==> config.mk <==
export PLATFORM = sky130hd
export DESIGN_NAME = peak_rms_level_meter
export DESIGN_NICKNAME = d
export VERILOG_FILES = /design/src/prlm_pkg.sv /design/src/prlm_ctrl.sv /design/src/prlm_dp.sv /design/src/peak_rms_level_meter.sv
export SDC_FILE = /design/constraint.sdc
export NUM_CORES = 1
export LEC_CHECK = 0
export ABC_AREA = 1
export BUFFER_PORTS_ARGS = -buffer_cell sky130_fd_sc_hd__clkbuf_2
export CORE_AREA = 2 2 237 473
export DETAILED_ROUTE_END_ITERATION = 10
export DIE_AREA = 0 0 239 475
export GPL_ROUTABILITY_DRIVEN = 0
export GPL_TIMING_DRIVEN = 0
export HOLD_SLACK_MARGIN = 0.06
export PLACE_DENSITY = 0.35
export RECOVER_POWER = 25
export REMOVE_ABC_BUFFERS = 1
export SETUP_SLACK_MARGIN = 0.15
export SLEW_MARGIN = 20
export SYNTH_ARGS = -nofsm -noshare
export SYNTH_HDL_FRONTEND = slang
export SYNTH_SLANG_ARGS = --single-unit
==> constraint.sdc <==
create_clock -name clk -period 8.8 [get_ports clk]
set_clock_uncertainty 0.05 [all_clocks]
set_input_delay 1.32 -clock clk [delete_from_list [all_inputs] [get_ports clk]]
set_output_delay 1.32 -clock clk [all_outputs]
set_load 0.005 [all_outputs]
==> src/prlm_pkg.sv <==
package prlm_pkg;

  localparam int SAMPLE_W      = 16;
  localparam int LEVEL_W       = 16;
  localparam int COUNT_W       = 20;
  localparam int SUM_W         = 50;
  localparam int SKIP_W        = 16;
  localparam int INDEX_BITS_DEF = 20;

  // Quotient of sum by count never exceeds 2^30, so the root takes 16 steps
  // over the low 32 bits of the quotient.
  localparam int RAD_W       = 32;
  localparam int DIV_STEPS   = SUM_W;
  localparam int SQRT_STEPS  = RAD_W / 2;
  localparam int STEP_W      = $clog2(DIV_STEPS);

  localparam int ADDR_W      = 3;
  localparam int DATA_W      = 32;
  localparam logic REG_SKIP  = 1'b0;
  localparam logic [SKIP_W-1:0] SKIP_RESET = 16'd800;

  typedef struct packed {
    logic signed [SAMPLE_W-1:0] sample;
    logic                       last;
  } in_item_t;

  typedef struct packed {
    logic [LEVEL_W-1:0] peak_magnitude;
    logic [LEVEL_W-1:0] rms_level;
    logic [COUNT_W-1:0] samples_counted;
    logic               overflow;
  } out_item_t;

  typedef struct packed {
    logic accept;
    logic start;
    logic div_step;
    logic sqrt_step;
    logic out_load;
  } dp_cmd_t;

  typedef struct packed {
    logic out_valid;
  } dp_sts_t;

endpackage

==> src/prlm_ctrl.sv <==
module prlm_ctrl (
  input  logic              clk,
  input  logic              rst_n,
  input  logic              in_valid,
  input  logic              in_last,
  input  logic              out_stall,
  input  prlm_pkg::dp_sts_t sts,
  output logic              in_stall,
  output prlm_pkg::dp_cmd_t cmd
);
  import prlm_pkg::*;

  localparam logic [1:0] S_ACC  = 2'd0;
  localparam logic [1:0] S_DIV  = 2'd1;
  localparam logic [1:0] S_SQRT = 2'd2;
  localparam logic [1:0] S_HOLD = 2'd3;

  logic [1:0]        state_r, state_nxt;
  logic [STEP_W-1:0] step_r, step_nxt;

  always_comb begin
    state_nxt = state_r;
    step_nxt  = step_r;
    cmd       = '0;
    in_stall  = 1'b1;
    case (state_r)
      S_ACC: begin
        in_stall   = 1'b0;
        cmd.accept = in_valid;
        if (in_valid && in_last) begin
          cmd.start = 1'b1;
          step_nxt  = '0;
          state_nxt = S_DIV;
        end
      end
      S_DIV: begin
        cmd.div_step = 1'b1;
        if (step_r == STEP_W'(DIV_STEPS - 1)) begin
          step_nxt  = '0;
          state_nxt = S_SQRT;
        end else begin
          step_nxt = step_r + 1'b1;
        end
      end
      S_SQRT: begin
        cmd.sqrt_step = 1'b1;
        if (step_r == STEP_W'(SQRT_STEPS - 1)) begin
          step_nxt  = '0;
          state_nxt = S_HOLD;
        end else begin
          step_nxt = step_r + 1'b1;
        end
      end
      S_HOLD: begin
        // The result register must be empty or emptying this cycle.
        if (!sts.out_valid || !out_stall) begin
          cmd.out_load = 1'b1;
          state_nxt    = S_ACC;
        end
      end
      default: begin
        state_nxt = S_ACC;
        step_nxt  = '0;
      end
    endcase
  end

  always_ff @(posedge clk) begin
    if (!rst_n) begin
      state_r <= S_ACC;
      step_r  <= '0;
    end else begin
      state_r <= state_nxt;
      step_r  <= step_nxt;
    end
  end

endmodule

==> src/prlm_dp.sv <==
module prlm_dp #(
  parameter int INDEX_BITS = prlm_pkg::INDEX_BITS_DEF
) (
  input  logic                        clk,
  input  logic                        rst_n,
  input  prlm_pkg::dp_cmd_t           cmd,
  input  prlm_pkg::in_item_t          in_data,
  input  logic [prlm_pkg::SKIP_W-1:0] skip,
  input  logic                        out_stall,
  output prlm_pkg::dp_sts_t           sts,
  output logic                        out_valid,
  output prlm_pkg::out_item_t         out_data
);
  import prlm_pkg::*;

  localparam int CMP_W = (INDEX_BITS > SKIP_W) ? INDEX_BITS : SKIP_W;

  logic [INDEX_BITS-1:0] idx_r, idx_nxt;
  logic [LEVEL_W-1:0]    peak_r, peak_nxt;
  logic [SUM_W-1:0]      sum_r, sum_nxt;
  logic [COUNT_W-1:0]    cnt_r, cnt_nxt;
  logic                  sat_r, sat_nxt;

  logic [LEVEL_W-1:0]    peak_snap_r;
  logic [COUNT_W-1:0]    cnt_snap_r;
  logic                  sat_snap_r;

  logic [COUNT_W-1:0]    rem_r, rem_nxt;
  logic [SUM_W-1:0]      quo_r;
  logic [LEVEL_W:0]      srem_r, srem_nxt;
  logic [LEVEL_W-1:0]    root_r;

  out_item_t             out_r;
  logic                  out_valid_r, out_valid_nxt;

  logic [SAMPLE_W-1:0]   raw;
  logic [LEVEL_W-1:0]    mag;
  logic [2*LEVEL_W-1:0]  square;
  logic                  past_skip, count_full, idx_at_max, take;

  logic [COUNT_W:0]      div_trial, div_diff;
  logic                  div_fits;
  logic [LEVEL_W+2:0]    sq_cat, sq_trial;
  logic                  sq_fits;

  // Per-sample accumulation.
  always_comb begin
    raw        = in_data.sample;
    mag        = raw[SAMPLE_W-1] ? (~raw + 1'b1) : raw;
    square     = mag * mag;
    past_skip  = CMP_W'(idx_r) >= CMP_W'(skip);
    count_full = &cnt_r;
    idx_at_max = &idx_r;
    take       = past_skip && !count_full;

    peak_nxt = (take && (mag > peak_r)) ? mag : peak_r;
    sum_nxt  = take ? sum_r + SUM_W'(square) : sum_r;
    cnt_nxt  = take ? cnt_r + 1'b1 : cnt_r;
    sat_nxt  = sat_r | (past_skip & count_full) | idx_at_max;
    idx_nxt  = idx_at_max ? idx_r : idx_r + 1'b1;
  end

  always_ff @(posedge clk) begin
    if (!rst_n) begin
      idx_r  <= '0;
      peak_r <= '0;
      sum_r  <= '0;
      cnt_r  <= '0;
      sat_r  <= 1'b0;
    end else if (cmd.accept) begin
      if (cmd.start) begin
        idx_r  <= '0;
        peak_r <= '0;
        sum_r  <= '0;
        cnt_r  <= '0;
        sat_r  <= 1'b0;
      end else begin
        idx_r  <= idx_nxt;
        peak_r <= peak_nxt;
        sum_r  <= sum_nxt;
        cnt_r  <= cnt_nxt;
        sat_r  <= sat_nxt;
      end
    end
  end

  // Restoring division, one quotient bit a cycle. The dividend shifts out of
  // the top of quo_r while quotient bits enter at the bottom.
  always_comb begin
    div_trial = {rem_r, quo_r[SUM_W-1]};
    div_diff  = div_trial - {1'b0, cnt_snap_r};
    div_fits  = div_trial >= {1'b0, cnt_snap_r};
    rem_nxt   = div_fits ? div_diff[COUNT_W-1:0] : div_trial[COUNT_W-1:0];
  end

  // Digit-by-digit square root, two radicand bits a cycle taken from the top
  // of the low RAD_W bits of the quotient.
  always_comb begin
    sq_cat   = {srem_r, quo_r[RAD_W-1:RAD_W-2]};
    sq_trial = {1'b0, root_r, 2'b01};
    sq_fits  = sq_cat >= sq_trial;
    srem_nxt = sq_fits ? LEVEL_W'(sq_cat - sq_trial) + (LEVEL_W+1)'(0)
                       : sq_cat[LEVEL_W:0];
  end

  always_ff @(posedge clk) begin
    if (cmd.start) begin
      peak_snap_r <= peak_nxt;
      cnt_snap_r  <= cnt_nxt;
      sat_snap_r  <= sat_nxt;
      quo_r       <= sum_nxt;
      rem_r       <= '0;
      srem_r      <= '0;
      root_r      <= '0;
    end else if (cmd.div_step) begin
      quo_r <= {quo_r[SUM_W-2:0], div_fits};
      rem_r <= rem_nxt;
    end else if (cmd.sqrt_step) begin
      quo_r  <= {quo_r[SUM_W-3:0], 2'b00};
      srem_r <= srem_nxt;
      root_r <= {root_r[LEVEL_W-2:0], sq_fits};
    end
  end

  // Result register.
  assign out_valid_nxt = cmd.out_load | (out_valid_r & out_stall);

  always_ff @(posedge clk) begin
    if (!rst_n) begin
      out_valid_r <= 1'b0;
    end else begin
      out_valid_r <= out_valid_nxt;
    end
  end

  always_ff @(posedge clk) begin
    if (cmd.out_load) begin
      out_r.peak_magnitude  <= peak_snap_r;
      out_r.rms_level       <= (cnt_snap_r == '0) ? '0 : root_r;
      out_r.samples_counted <= cnt_snap_r;
      out_r.overflow        <= sat_snap_r;
    end
  end

  assign sts.out_valid = out_valid_r;
  assign out_valid     = out_valid_r;
  assign out_data      = out_r;

endmodule

==> src/peak_rms_level_meter.sv <==
// Peak and RMS level meter for recorded audio.
// Input channel (in_valid, in_stall, in_data): one signed 16-bit sample per
// request, with last marking the final sample of a recording. Samples are
// taken at one per cycle while a recording accumulates.
// Output channel (out_valid, out_stall, out_data): one result per recording,
// holding peak magnitude, floor(sqrt(sum of squares / count)), the count of
// measured samples and an overflow flag.
// After the request marked last, in_stall stays high while a bit-serial
// divider and a digit-serial square root run and the result register is
// loaded; input resumes in the same cycle that the result appears.
// A held result waits in its register while the next recording accumulates;
// if it is still stalled when the next result is ready, input stays stalled.
// Register skip_samples (byte address 0) sets how many leading samples of
// each recording are ignored. Reset restores it to 800, clears the running
// measurement state and marks the result register empty.
module peak_rms_level_meter #(
  parameter int INDEX_BITS = prlm_pkg::INDEX_BITS_DEF
) (
  input  logic                        clk,
  input  logic                        rst_n,
  input  logic                        in_valid,
  output logic                        in_stall,
  input  prlm_pkg::in_item_t          in_data,
  output logic                        out_valid,
  input  logic                        out_stall,
  output prlm_pkg::out_item_t         out_data,
  input  logic                        psel,
  input  logic                        penable,
  input  logic                        pwrite,
  input  logic [prlm_pkg::ADDR_W-1:0] paddr,
  input  logic [prlm_pkg::DATA_W-1:0] pwdata,
  output logic [prlm_pkg::DATA_W-1:0] prdata,
  output logic                        pready
);
  import prlm_pkg::*;

  logic [SKIP_W-1:0] skip_r;
  logic              skip_wr;
  dp_cmd_t           cmd;
  dp_sts_t           sts;

  assign pready  = 1'b1;
  assign skip_wr = psel && penable && pwrite && pready && (paddr[2] == REG_SKIP);
  assign prdata  = (paddr[2] == REG_SKIP) ? DATA_W'(skip_r) : '0;

  always_ff @(posedge clk) begin
    if (!rst_n) begin
      skip_r <= SKIP_RESET;
    end else if (skip_wr) begin
      skip_r <= pwdata[SKIP_W-1:0];
    end
  end

  prlm_ctrl u_ctrl (
    .clk       (clk),
    .rst_n     (rst_n),
    .in_valid  (in_valid),
    .in_last   (in_data.last),
    .out_stall (out_stall),
    .sts       (sts),
    .in_stall  (in_stall),
    .cmd       (cmd)
  );

  prlm_dp #(
    .INDEX_BITS (INDEX_BITS)
  ) u_dp (
    .clk       (clk),
    .rst_n     (rst_n),
    .cmd       (cmd),
    .in_data   (in_data),
    .skip      (skip_r),
    .out_stall (out_stall),
    .sts       (sts),
    .out_valid (out_valid),
    .out_data  (out_data)
  );

  // The unit is busy as soon as a final sample has been taken.
  a_busy_after_last: assert property (@(posedge clk) disable iff (!rst_n)
    in_valid && !in_stall && in_data.last |=> in_stall)
    else $error("input not stalled after final sample");

  // A new result is only loaded while the input side is held off.
  a_result_while_stalled: assert property (@(posedge clk) disable iff (!rst_n)
    $rose(out_valid) |-> $past(in_stall))
    else $error("result produced while input was open");

  a_rms_below_peak: assert property (@(posedge clk) disable iff (!rst_n)
    out_valid |-> out_data.rms_level <= out_data.peak_magnitude)
    else $error("rms level above peak");

  a_empty_result: assert property (@(posedge clk) disable iff (!rst_n)
    out_valid && (out_data.samples_counted == '0) |->
      (out_data.peak_magnitude == '0) && (out_data.rms_level == '0))
    else $error("non-zero levels with nothing counted");

endmodule

==> results of run 1 <==
-- metrics by stage --
stage,setup slack [ps],TNS (ps),instances,power [µW],instance area (µm²)
6_report,561.6,0,5217,12850,31580
5_1_grt,141.5,0,5216,14160,31580
4_1_cts,158.7,0,5199,12800,31380
3_5_place_dp,-1986,-108040,5110,10860,29850
3_3_place_gp,-14430,-2340020,5080,10830,29080
2_1_floorplan,-2453,-214620,3577,8006,26780
-- placed cells by master (no fill, tap or decap), types with 28 or more instances in the layout --
cell	count
sky130_fd_sc_hd__xnor2_1	32
sky130_fd_sc_hd__xor2_1	36
sky130_fd_sc_hd__buf_4	36
sky130_fd_sc_hd__ha_1	183
sky130_fd_sc_hd__a21oi_1	215
sky130_fd_sc_hd__clkbuf_16	39
sky130_fd_sc_hd__fa_1	196
sky130_fd_sc_hd__clkbuf_1	33
sky130_fd_sc_hd__nand4_1	34
sky130_fd_sc_hd__clkbuf_2	94
sky130_fd_sc_hd__inv_1	683
sky130_fd_sc_hd__dfxtp_1	185
sky130_fd_sc_hd__nor2_1	292
sky130_fd_sc_hd__conb_1	28
sky130_fd_sc_hd__edfxtp_1	140
sky130_fd_sc_hd__o21ai_0	160
sky130_fd_sc_hd__nand2_1	964
sky130_fd_sc_hd__nand3_1	144
sky130_fd_sc_hd__nor3_1	35
-- cell families (layout without fill, tap and decap cells) --
family                     count (synthesis)  after routing  share of synthesized area
muxes                                     16             16                   0.005870
buffers and inverters                    832            949                     0.1186
other                                      2             29                  0.0002752
DFF                                      325            325                     0.2898
adders and majority gates                382            382                     0.2291
xor gates and xnor gates                  73             73                    0.02343
and+or+nand+nor                         1561           1561                     0.2327
AOI/OAI and AO/OA                        490            490                     0.1002
-- synth_stat cells (11+ instances only) --
cell / n / area share
sky130_fd_sc_hd__o22ai_1: 11 / 0.0025
sky130_fd_sc_hd__nand3_1: 149 / 0.027
sky130_fd_sc_hd__edfxtp_1: 140 / 0.15
sky130_fd_sc_hd__o21ai_0: 161 / 0.030
sky130_fd_sc_hd__inv_1: 694 / 0.095
sky130_fd_sc_hd__o211ai_1: 24 / 0.0066
sky130_fd_sc_hd__fa_1: 196 / 0.14
sky130_fd_sc_hd__o21ai_2: 21 / 0.0067
sky130_fd_sc_hd__a21oi_1: 222 / 0.041
sky130_fd_sc_hd__xor2_1: 39 / 0.013
sky130_fd_sc_hd__buf_2: 16 / 0.0029
sky130_fd_sc_hd__ha_1: 186 / 0.085
sky130_fd_sc_hd__xnor2_1: 34 / 0.011
sky130_fd_sc_hd__dfxtp_1: 185 / 0.14
sky130_fd_sc_hd__nand2_1: 981 / 0.13
sky130_fd_sc_hd__nor3_1: 36 / 0.0066
sky130_fd_sc_hd__nor2_1: 310 / 0.043
sky130_fd_sc_hd__nand3b_1: 19 / 0.0052
sky130_fd_sc_hd__buf_4: 19 / 0.0052
sky130_fd_sc_hd__nand4_1: 34 / 0.0078
sky130_fd_sc_hd__mux2i_1: 16 / 0.0059
sky130_fd_sc_hd__clkbuf_1: 87 / 0.012
-- state kept, by name, indices dropped and copies added (netlist names) --
| name | flops |
|---|---|
| u_dp.sat_r | 1 |
| u_ctrl.state_r | 2 |
| u_dp.root_r | 16 |
| u_dp.sat_snap_r | 1 |
| u_dp.peak_r | 16 |
| u_ctrl.step_r | 6 |
| u_dp.out_valid | 1 |
| u_dp.out_data | 53 |
| skip_r | 16 |
| u_dp.quo_r | 50 |
| u_dp.rem_r | 20 |
| u_dp.idx_r | 20 |
| u_dp.srem_r | 17 |
| u_dp.sum_r | 50 |
| u_dp.cnt_snap_r | 20 |
| u_dp.peak_snap_r | 16 |
| u_dp.cnt_r | 20 |
-- timing repair --
action | CTS | global route
cloned | 0 | 0
setup endpoints to repair | 80 | 56
pin swaps | 2 | 9
gates resized for setup | 42 | 43
setup buffers | 21 | 17
-- cell type report --
cell class | instances | area, µm² | area share
Multi-Input combinational cell | 2550 | 16560 | 0.5244
Tap cell | 1392 | 1742 | 0.05515
Inverter | 702 | 2705 | 0.08566
Clock buffer | 56 | 1100 | 0.03483
Timing Repair Buffer | 179 | 1445 | 0.04576
Antenna cell | 1 | 2.502 | 0.00007924
Clock inverter | 12 | 118.9 | 0.003764
Sequential cell | 325 | 7908 | 0.2504
-- routing by layer --
layer / track usage / vias to the layer above / part of all wire
li1: - / 11720 / -
met1: 0.1553 / 10860 / 0.33
met2: 0.3711 / 308 / 0.60
met3: 0.01365 / 140 / 0.018
met4: 0.07323 / 0 / 0.049
met5: 0 / - / 0
-- worst register-to-register path, delay by kind of cell (launching register included) --
kind,cells,cell delay (ps)
AND/OR/NAND/NOR,1,230
AO/OA/AOI/OAI,3,980
adder cells (fa/ha/maj),1,1350
buffers and inverters,3,2210
flip-flops,1,330
-- where the power goes --
group,leakage [µW],internal (µW),switching (µW)
Sequential,0.00283,1920,157
Combinational,0.0109,3070,6070
Clock,0.000590,926,713
-- final timing paths --
path / endpoint / depth (start not counted) / startpoint / slack, ps
setup / recovery: u_dp.quo_r[48]$_DFFE_PP_ / 36 / in_data[1] / 560
hold reg to reg: u_dp.out_data[49]$_DFFE_PP_ / 0 / u_dp.peak_snap_r[12]$_DFFE_PP_ / 360
hold / removal: u_dp.out_data[49]$_DFFE_PP_ / 0 / u_dp.peak_snap_r[12]$_DFFE_PP_ / 360
setup reg to reg: u_ctrl.step_r[5]$_SDFFE_PN0P_ / 8 / u_ctrl.state_r[1]$_SDFFE_PN0P_ / 3580
==> impl_summary.log, run 1 <==
INFO  metric timing.critical_path.slowest_stage_cell = sky130_fd_sc_hd__fa_1
INFO  metric via_per_inst = 4.415
INFO  metric ctsHoldBuffers = 0
INFO  metric synth_top_flop_cell = sky130_fd_sc_hd__dfxtp_1
INFO  metric clk_pin_slew_worst_paths = 70 ps
INFO  metric grt_setup_unrepaired = false
INFO  metric cp_data_required_time = 9080 ps
INFO  metric cts_inserted_buffers = 38
INFO  metric grt_max_degree = 65
INFO  metric peakVddDrop = 0.3212 mV
INFO  metric clock_tree_from_tritoncts = yes
INFO  metric fmax = 121.4 MHz
INFO  metric worst_setup_path_end_kind = flip-flop
INFO  metric static_leakage = 0.01432 µW
INFO  metric drt_wl_total = 95860 µm
INFO  metric max-clock-path-buffers = 3
INFO  metric path_buf_inv = 7
INFO  metric maxSlewViolCount = 60
INFO  metric detailedRoute.firstPassIterationCount = 5
INFO  metric wl_per_cell = 18.37 µm
INFO  metric ys_seq_area_frac = 0.2898
INFO  metric synth.lib_cells_used.distinct = 54
INFO  metric cts.sinks = 325
INFO  metric timing_worst_slew_pin_value = 1752 ps
INFO  metric final-hold-violation-count = 0
INFO  metric critPathMaxFanout = 15
INFO  metric grt_pass1_wl = 145300 µm
INFO  metric final_antenna_net_count = 0
INFO  metric number_of_max_cap_violations = 2
INFO  metric cpMostUsedCell = sky130_fd_sc_hd__nand2_1
INFO  metric initial_core_util = 0.2486
INFO  metric final.min_clock_period = 8238 ps
INFO  metric finalCritPeriodShare = 0.9362
INFO  metric maxSlewHeadroom = -0.1677
INFO  metric synth_enable_flop_cells = 140
INFO  metric dp_hpwl = 75840 µm
INFO  metric die_x = 239 µm
INFO  metric violations = max-capacitance violations, max-slew violations
INFO  metric worstHoldPathType = flip-flop to flip-flop
INFO  metric synthesis.instances = 3681
INFO  metric power_density = 406.9 mW/mm²
INFO  metric count_of_routing_violations_after_the_opening_detailed_route_iteration = 759
INFO  metric critPathKind = input pin to flip-flop
INFO  metric finalNetCount = 4237
INFO  metric die_footprint = 0.1135 mm²
INFO  metric placement.io_buffers = 111
INFO  metric final_setup_violations = 0
INFO  metric filler_cell_count = 12180
INFO  metric ioPinCount = 147
INFO  metric coreArea = 0.1098 mm²
INFO  metric synth.ff_latch_count = 325
INFO  metric critical_path.startpoint_type = input pin
INFO  metric synthArstFlopShare = 0
INFO  metric mappedNetlistArea = 0.02728 mm²
INFO  metric gr-usage-all-layers = 0.1714
INFO  metric post_layout_util = 0.2877
INFO  metric worst_skew_pair.late_latency = 600 ps
INFO  metric synth-warning-count = 0
INFO  metric grt_antenna_before_repair = 0
INFO  metric globalRouteOverflowTotal = 0
INFO  metric share_of_layout_cells_above_drive_strength_1 = 0.08473
INFO  metric cts_max_level = 2
INFO  metric dr_total_vias = 23030
INFO  metric crit_path_max_incr_delay = 610 ps
INFO  metric crit_family = adder cells
INFO  metric outcome = finished, violations left
INFO  metric arrival = 8520 ps
INFO  metric remaining_drc_errors = 0
INFO  metric die_height = 475 µm
INFO  metric syn-mean-instance-area = 7.412 µm²
INFO  metric worst_hold_slack = 364.9 ps
INFO  metric first_global_vias = 24160
INFO  metric syn_to_final_growth = 15.74%
INFO  metric cell_at_the_root_of_the_clock_tree = sky130_fd_sc_hd__clkbuf_16
INFO  metric floorplan.rows = 172
Note: power is estimated with default switching activity, not from simulation.
==> run 2: changes to the inputs <==
--- a/config.mk
+++ b/config.mk
@@ -8,7 +8,7 @@
 export ABC_AREA = 1
 export BUFFER_PORTS_ARGS = -buffer_cell sky130_fd_sc_hd__clkbuf_2
-export CORE_AREA = 2 2 237 473
+export CORE_AREA = 2 2 238 475
 export DETAILED_ROUTE_END_ITERATION = 10
-export DIE_AREA = 0 0 239 475
+export DIE_AREA = 0 0 240 477
 export GPL_ROUTABILITY_DRIVEN = 0
 export GPL_TIMING_DRIVEN = 0
@@ -18,6 +18,6 @@
 export REMOVE_ABC_BUFFERS = 1
 export SETUP_SLACK_MARGIN = 0.15
-export SLEW_MARGIN = 20
 export SYNTH_ARGS = -nofsm -noshare
 export SYNTH_HDL_FRONTEND = slang
+export SYNTH_HIERARCHICAL = 1
 export SYNTH_SLANG_ARGS = --single-unit
==> constraint.sdc (replaced) <==
create_clock -name clk -period 8.8 [get_ports clk]
set_clock_uncertainty 0.05 [all_clocks]
set_input_delay 1.32 -clock clk [delete_from_list [all_inputs] [get_ports clk]]
set_output_delay 1.32 -clock clk [all_outputs]
set_load 0.05 [all_outputs]
==> impl_summary.log, run 2 <==
INFO  metric route.layer.met1.wl = 31600 µm
INFO  metric r2r_start = u_ctrl/state_r[0]$_SDFFE_PN0P_
INFO  metric synthTopCellsByArea = sky130_fd_sc_hd__edfxtp_1 15%, sky130_fd_sc_hd__fa_1 14%, sky130_fd_sc_hd__dfxtp_1 13%, sky130_fd_sc_hd__nand2_1 13%, sky130_fd_sc_hd__inv_1 10%
INFO  metric cts_inserted_buffers = 39
INFO  metric p_clk_frac = 0.140
INFO  metric via_per_inst = 4.371
INFO  metric largest_registers_in_the_final_layout = u_dp/out_data (53), u_dp/quo_r (50), u_dp/sum_r (50)
INFO  metric grt_pass1_wl = 145600 µm
INFO  metric max-clock-path-buffers = 3
INFO  metric synth_compound_area_frac = 0.08552
INFO  metric synthArstFlopShare = 0
INFO  metric finalNetCount = 4274
INFO  metric clk_pin_slew_worst_paths = 70 ps
INFO  metric peakVddDrop = 0.3014 mV
INFO  metric finalCritPeriodShare = 0.9442
INFO  metric combinational_family_with_the_most_area_after_synthesis = simple AND/OR/NAND/NOR gates
INFO  metric drt_wl_total = 95490 µm
INFO  metric number_of_max_cap_violations = 4
INFO  metric ctsHoldBuffers = 0
INFO  metric cp_data_required_time = 9100 ps
INFO  metric clock_tree_from_tritoncts = yes
INFO  metric largest_reg_flops = 53
INFO  metric violations = max-capacitance violations, max-slew violations
INFO  metric route.met3.wl = 1856 µm
INFO  metric syn_to_final_growth = 15.07%
INFO  metric final_setup_violations = 0
INFO  metric synthesis.instances = 3730
INFO  metric final.min_clock_period = 8309 ps
INFO  metric dr_total_vias = 23400
INFO  metric critPathMaxFanout = 8
INFO  metric die_footprint = 0.1145 mm²
INFO  metric static_leakage = 0.01486 µW
INFO  metric synth_fa_ha_area_frac = 0.2270
INFO  metric worstHoldPathType = flip-flop to flip-flop
INFO  metric die_height = 477 µm
INFO  metric crit_path_max_incr_delay = 540 ps
INFO  metric syn-mean-instance-area = 7.382 µm²
INFO  metric synth.ff_latch_count = 325
INFO  metric maxSlewHeadroom = -0.4190
INFO  metric first_global_vias = 24820
INFO  metric post_layout_util = 0.2859
INFO  metric worstRegToRegCells = 15
INFO  metric worst_setup_path_end_kind = flip-flop
INFO  metric mappedNetlistArea = 0.02754 mm²
INFO  metric yosys.area_share.simple = 0.2498
INFO  metric floorplan.rows = 173
INFO  metric ys_seq_area_frac = 0.2872
INFO  metric path_buf_inv = 9
INFO  metric layout.cells.most_common = sky130_fd_sc_hd__nand2_1
INFO  metric outcome = finished, violations left
INFO  metric synth.most_common_cell = sky130_fd_sc_hd__nand2_1
INFO  metric critPathKind = input pin to flip-flop
INFO  metric grt_setup_unrepaired = false
INFO  metric switching_power = 6535 µW
INFO  metric worst_hold_slack = 368.9 ps
INFO  metric wl_per_cell = 17.84 µm
INFO  metric placed_area = 0.02994 mm²
INFO  metric coreArea = 0.1108 mm²
INFO  metric synth_top_area_frac = 0.1527
INFO  metric top_signal_layer_used = met4
INFO  metric synth-warning-count = 6
INFO  metric synth.mux.area_fraction = 0
INFO  metric timing.reg2reg.setup_slack = 2530 ps
INFO  metric comb_power_share = 0.681
INFO  metric hold_depth = 0
INFO  metric min_from = u_dp/peak_snap_r[14]$_DFFE_PP_
INFO  metric globalRouteOverflowTotal = 0
INFO  metric placement.io_buffers = 111
INFO  metric final-hold-violation-count = 0
INFO  metric reg2reg_end = u_dp/idx_r[13]$_SDFFE_PN0P_
INFO  metric critical_path.startpoint_type = input pin
INFO  metric power.sequential.fraction = 0.178
INFO  metric remaining_drc_errors = 0
INFO  metric synth_top_flop_cell = sky130_fd_sc_hd__dfxtp_1
INFO  metric ioPinCount = 147
INFO  metric dp_hpwl = 77140 µm
INFO  metric cell_at_the_root_of_the_clock_tree = sky130_fd_sc_hd__clkbuf_16
INFO  metric gr-usage-all-layers = 0.1688
INFO  metric hold-path-endpoint = u_dp/out_data[51]$_DFFE_PP_
INFO  metric mostFrequentLayoutCells = 929 x sky130_fd_sc_hd__nand2_1, 735 x sky130_fd_sc_hd__inv_1, 291 x sky130_fd_sc_hd__nor2_1
INFO  metric power.internal = 5658 µW
INFO  metric timing.critical_path.slowest_stage_cell = sky130_fd_sc_hd__fa_1
INFO  metric count_of_routing_violations_after_the_opening_detailed_route_iteration = 875
INFO  metric final_antenna_net_count = 0
INFO  metric registers.top_by_ff_count = u_dp/out_data
INFO  metric detailedRoute.firstPassIterationCount = 5
INFO  metric synth_common_cells = 942 x sky130_fd_sc_hd__nand2_1, 745 x sky130_fd_sc_hd__inv_1, 308 x sky130_fd_sc_hd__nor2_1
INFO  metric met2_wirelength = 57390 µm
INFO  metric power_density = 384.8 mW/mm²
INFO  metric synth.lib_cells_used.distinct = 53
INFO  metric worst_skew_pair.late_latency = 600 ps
INFO  metric setup_total_negative_slack = 0 ps
INFO  metric synth_area_leader_cell = sky130_fd_sc_hd__edfxtp_1
INFO  metric grt_max_degree = 53
INFO  metric synth-xor-area-share = 0.02290
INFO  metric cts_max_level = 2
INFO  metric grt_antenna_before_repair = 1
INFO  metric fmax = 120.4 MHz
INFO  metric arrival = 8610 ps
INFO  metric cts.sinks = 325
INFO  metric initial_core_util = 0.2485
INFO  metric finalWorstSetupSlack = 491.3 ps
INFO  metric crit_family = adder cells
INFO  metric maxSlewViolCount = 100
INFO  metric net_switching_share_of_the_total_power = 0.5360
INFO  metric share_of_layout_cells_above_drive_strength_1 = 0.08540
INFO  metric final_area = 0.03169 mm²
INFO  metric die_x = 240 µm
INFO  metric timing_worst_slew_pin_value = 2121 ps
INFO  metric synth_enable_flop_cells = 140
INFO  metric pre_cts_ws = -1850 ps
-- run 2: cell count changes after synthesis, sizes merged, moves of 13 or more --
cell    change
and2       +15
a22oi      +15
mux2i      -16
inv        +51
nand3      +77
o21ai      -69
nand2      -35
a21oi      -15
o211ai     +14
buf        +13
-- run 2: what timing repair did --
item,CTS,global route
buffers inserted,20,15
gates resized for setup,41,33
pin swaps,1,3
endpoints found under the setup margin,81,61
gates cloned,0,0
-- run 2: cells by family (layout without fill, tap and decap cells) --
group | count (synthesis) | count (layout)
xor gates and xnor gates | 72 | 72
DFF | 325 | 325
other | 4 | 29
adders and majority gates | 382 | 382
and+or+nand+nor | 1639 | 1639
AOI/OAI and AO/OA | 422 | 422
buffers and inverters | 886 | 996
-- run 2: area by class of cell --
cell class	instances	area (µm²)
repair buffers	169	1262
clock inverters	24	281.5
multi-input cells	2543	16470
flip-flops and latches	325	7908
well taps	1487	1861
fillers	12380	79140
clock buffers	48	1010
inverters	755	2894
diodes	1	2.502
-- run 2: how the worst max path moves through the flow --
stage               start                        to  slack [ps]  cells past startpoint
6_report       in_data[1]  u_dp/quo_r[26]$_DFFE_PP_         490                     33
5_1_grt        in_data[1]  u_dp/quo_r[34]$_DFFE_PP_         140                     40
4_1_cts        in_data[1]  u_dp/quo_r[26]$_DFFE_PP_         180                     35
3_5_place_dp   in_data[1]  u_dp/quo_r[24]$_DFFE_PP_       -1850                     31
3_3_place_gp     in_valid  u_dp/quo_r[23]$_DFFE_PP_      -16320                      5
2_1_floorplan    in_valid   u_dp/quo_r[0]$_DFFE_PP_       -1060                      4
-- run 2: power by group through the flow --
stage | Sequential, µW | Combinational [µW] | Clock (µW)
finish | 2170 | 8310 | 1710
global route | 2210 | 9410 | 1830
CTS | 2180 | 8360 | 1800
detailed placement | 2200 | 8190 | 0
global placement | 2230 | 8180 | 0
floorplan | 2210 | 5550 | 0
-- run 2: stage by stage --
stage / cells / total power, µW
global placement: 5221 / 10410
detailed placement: 5243 / 10390
global route: 5352 / 13450
finish: 5352 / 12190
floorplan: 3623 / 7764
CTS: 5335 / 12340
-- run 2: routing by layer --
metal	vias to the layer above	global-route usage
met2	316	0.3639
met1	11150	0.1504
li1	11780	-
met5	-	0
met4	0	0.07645
met3	148	0.01359
==> run 3: changes to the inputs <==
CORE_AREA = 2 2 178 355   (was 2 2 238 475)
DIE_AREA = 0 0 180 357   (was 0 0 240 477)
PLACE_DENSITY = 0.57   (was 0.35)
==> impl_summary.log, run 3 (synthesized netlist as in run 2, its figures left out) <==
INFO  metric outcome = finished, violations left
INFO  metric violations = max-capacitance violations, max-slew violations
INFO  metric fmax = 121.2 MHz
INFO  metric placement.io_buffers = 111
INFO  metric final.min_clock_period = 8251 ps
INFO  metric share_of_layout_cells_above_drive_strength_1 = 0.07680
INFO  metric reg2reg_end = u_dp/quo_r[39]$_DFFE_PP_
INFO  metric crit_path_max_incr_delay = 540 ps
INFO  metric number_of_max_cap_violations = 4
INFO  metric initial_core_util = 0.4478
INFO  metric hold_depth = 0
INFO  metric cts_max_level = 2
INFO  metric globalRouteOverflowTotal = 0
INFO  metric cell_at_the_root_of_the_clock_tree = sky130_fd_sc_hd__clkbuf_16
INFO  metric r2r_start = u_ctrl/state_r[1]$_SDFFE_PN0P_
INFO  metric floorplan.rows = 129
INFO  metric finalWorstSetupSlack = 549.4 ps
INFO  metric maxSlewHeadroom = -0.1792
INFO  metric area.sequential = 0.007908 mm²
INFO  metric filler_cell_count = 6114
INFO  metric ctsHoldBuffers = 0
INFO  metric worst_hold_slack = 364.8 ps
INFO  metric cpMostUsedCell = sky130_fd_sc_hd__nand2_1
INFO  metric clk_pin_slew_worst_paths = 60 ps
INFO  metric peakVddDrop = 0.4481 mV
INFO  metric max-clock-path-buffers = 3
INFO  metric largest_reg_flops = 53
INFO  metric critPathMaxFanout = 18
INFO  metric largest_registers_in_the_final_layout = u_dp/out_data (53), u_dp/quo_r (50), u_dp/sum_r (50)
INFO  metric static_leakage = 0.01473 µW
INFO  metric power_density = 369.9 mW/mm²
INFO  metric dr_total_vias = 23290
INFO  metric first_global_vias = 22660
INFO  metric critPathKind = input pin to flip-flop
INFO  metric timing.critical_path.slowest_stage_cell = sky130_fd_sc_hd__fa_1
INFO  metric grt_pass1_wl = 117000 µm
INFO  metric min_from = u_dp/peak_snap_r[11]$_DFFE_PP_
INFO  metric grt_max_degree = 72
INFO  metric power.sequential.fraction = 0.191
INFO  metric registers.top_by_ff_count = u_dp/out_data
INFO  metric count_of_routing_violations_after_the_opening_detailed_route_iteration = 1531
INFO  metric grt_antenna_before_repair = 0
INFO  metric wl_per_cell = 15.41 µm
INFO  metric drt_wl_total = 71500 µm
INFO  metric hold-path-endpoint = u_dp/out_data[48]$_DFFE_PP_
INFO  metric dp_hpwl = 54850 µm
INFO  metric clock_tree_from_tritoncts = yes
INFO  metric power.internal = 5488 µW
INFO  metric die_footprint = 0.06426 mm²
INFO  metric pre_cts_ws = -1166 ps
INFO  metric die_x = 180 µm
INFO  metric multi_input_area = 0.01634 mm²
INFO  metric cts_inserted_buffers = 36
INFO  metric remaining_drc_errors = 0
INFO  metric mostFrequentLayoutCells = 931 x sky130_fd_sc_hd__nand2_1, 735 x sky130_fd_sc_hd__inv_1, 299 x sky130_fd_sc_hd__nor2_1
INFO  metric layout.cells.most_common = sky130_fd_sc_hd__nand2_1
INFO  metric final_area = 0.03046 mm²
INFO  metric maxSlewViolCount = 80
INFO  metric ioPinCount = 147
INFO  metric arrival = 8480 ps
INFO  metric p_clk_frac = 0.139
INFO  metric final_antenna_net_count = 0
INFO  metric timing.reg2reg.setup_slack = 3080 ps
INFO  metric grt_setup_unrepaired = false
INFO  metric via_per_inst = 5.020
INFO  metric coreArea = 0.06150 mm²
INFO  metric timing_worst_slew_pin_value = 1769 ps
INFO  metric post_layout_util = 0.4954
INFO  metric switching_power = 5781 µW
INFO  metric cp_data_required_time = 9030 ps
INFO  metric worst_skew_pair.late_latency = 560 ps
INFO  metric detailedRoute.firstPassIterationCount = 8
INFO  metric die_height = 357 µm
INFO  metric cts.sinks = 325
INFO  metric finalCritPeriodShare = 0.9376
INFO  metric final-hold-violation-count = 0
INFO  metric comb_power_share = 0.670
INFO  metric final_setup_violations = 0
INFO  metric worstRegToRegCells = 9
INFO  metric antenna_cells = 0
INFO  metric critical_path.startpoint_type = input pin
INFO  metric worstHoldPathType = flip-flop to flip-flop
INFO  metric net_switching_share_of_the_total_power = 0.5130
INFO  metric placed_area = 0.02897 mm²
INFO  metric finalNetCount = 4267
INFO  metric worst_setup_path_end_kind = flip-flop
INFO  metric gr-usage-all-layers = 0.2244
INFO  metric syn_to_final_growth = 10.63%
## run 3: stage by stage
stage | TNS, ps | cells | total power [µW]
finish | 0 | 4640 | 11270
global route | 0 | 4640 | 12540
CTS | 0 | 4605 | 11310
detailed placement | -60880 | 4539 | 9659
global placement | -2349600 | 4520 | 9629
floorplan | -54860 | 3623 | 7764
## run 3: layer usage
metal,wire (µm),GRT usage,share of wire,vias up
li1,-,-,-,11790
met1,32090,0.2935,0.45,11000
met2,34330,0.3901,0.48,425
met3,2881,0.02057,0.040,83
met4,2189,0.07512,0.031,0
met5,0,0,0,-
## run 3: final cells by class
class                           instances  share of cell area
Inverter                              755             0.09463
Tap cell                              786             0.03228
Timing Repair Buffer                  165             0.03779
Sequential cell                       325              0.2596
Multi-Input combinational cell       2543              0.5363
Clock inverter                         15            0.005873
Clock buffer                           51             0.03352
## run 3: timing repair
action                                  in CTS  in global routing
resized for setup                           13                 31
endpoints found under the setup margin      74                 70
pin swaps                                    0                  7
buffers inserted                             0                 35
## run 3: worst max-delay path by stage
stage | to | depth (start not counted) | from | slack (ps)
2_1_floorplan | u_dp/quo_r[0]$_DFFE_PP_ | 4 | in_valid | -1060
4_1_cts | u_dp/quo_r[48]$_DFFE_PP_ | 39 | in_data[1] | 180
3_5_place_dp | u_dp/quo_r[48]$_DFFE_PP_ | 38 | in_data[1] | -1170
6_report | u_dp/quo_r[42]$_DFFE_PP_ | 37 | in_data[1] | 550
5_1_grt | u_dp/quo_r[39]$_DFFE_PP_ | 36 | in_data[1] | 130
3_3_place_gp | u_dp/quo_r[36]$_DFFE_PP_ | 5 | in_valid | -12350
## run 3: critical path: cells and delay by family
family,cells,cell delay [ps]
AO/OA/AOI/OAI,1,350
adder cells (fa/ha/maj),8,3730
buffers and inverters,9,830
AND/OR/NAND/NOR,19,2230
## run 3: power by group through the flow
| stage | Clock (µW) | Sequential [µW] | Combinational [µW] |
|---|---|---|---|
| floorplan | 0 | 2210 | 5550 |
| global placement | 0 | 2200 | 7430 |
| detailed placement | 0 | 2170 | 7480 |
| CTS | 1620 | 2150 | 7550 |
| global route | 1670 | 2180 | 8690 |
| finish | 1570 | 2150 | 7550 |
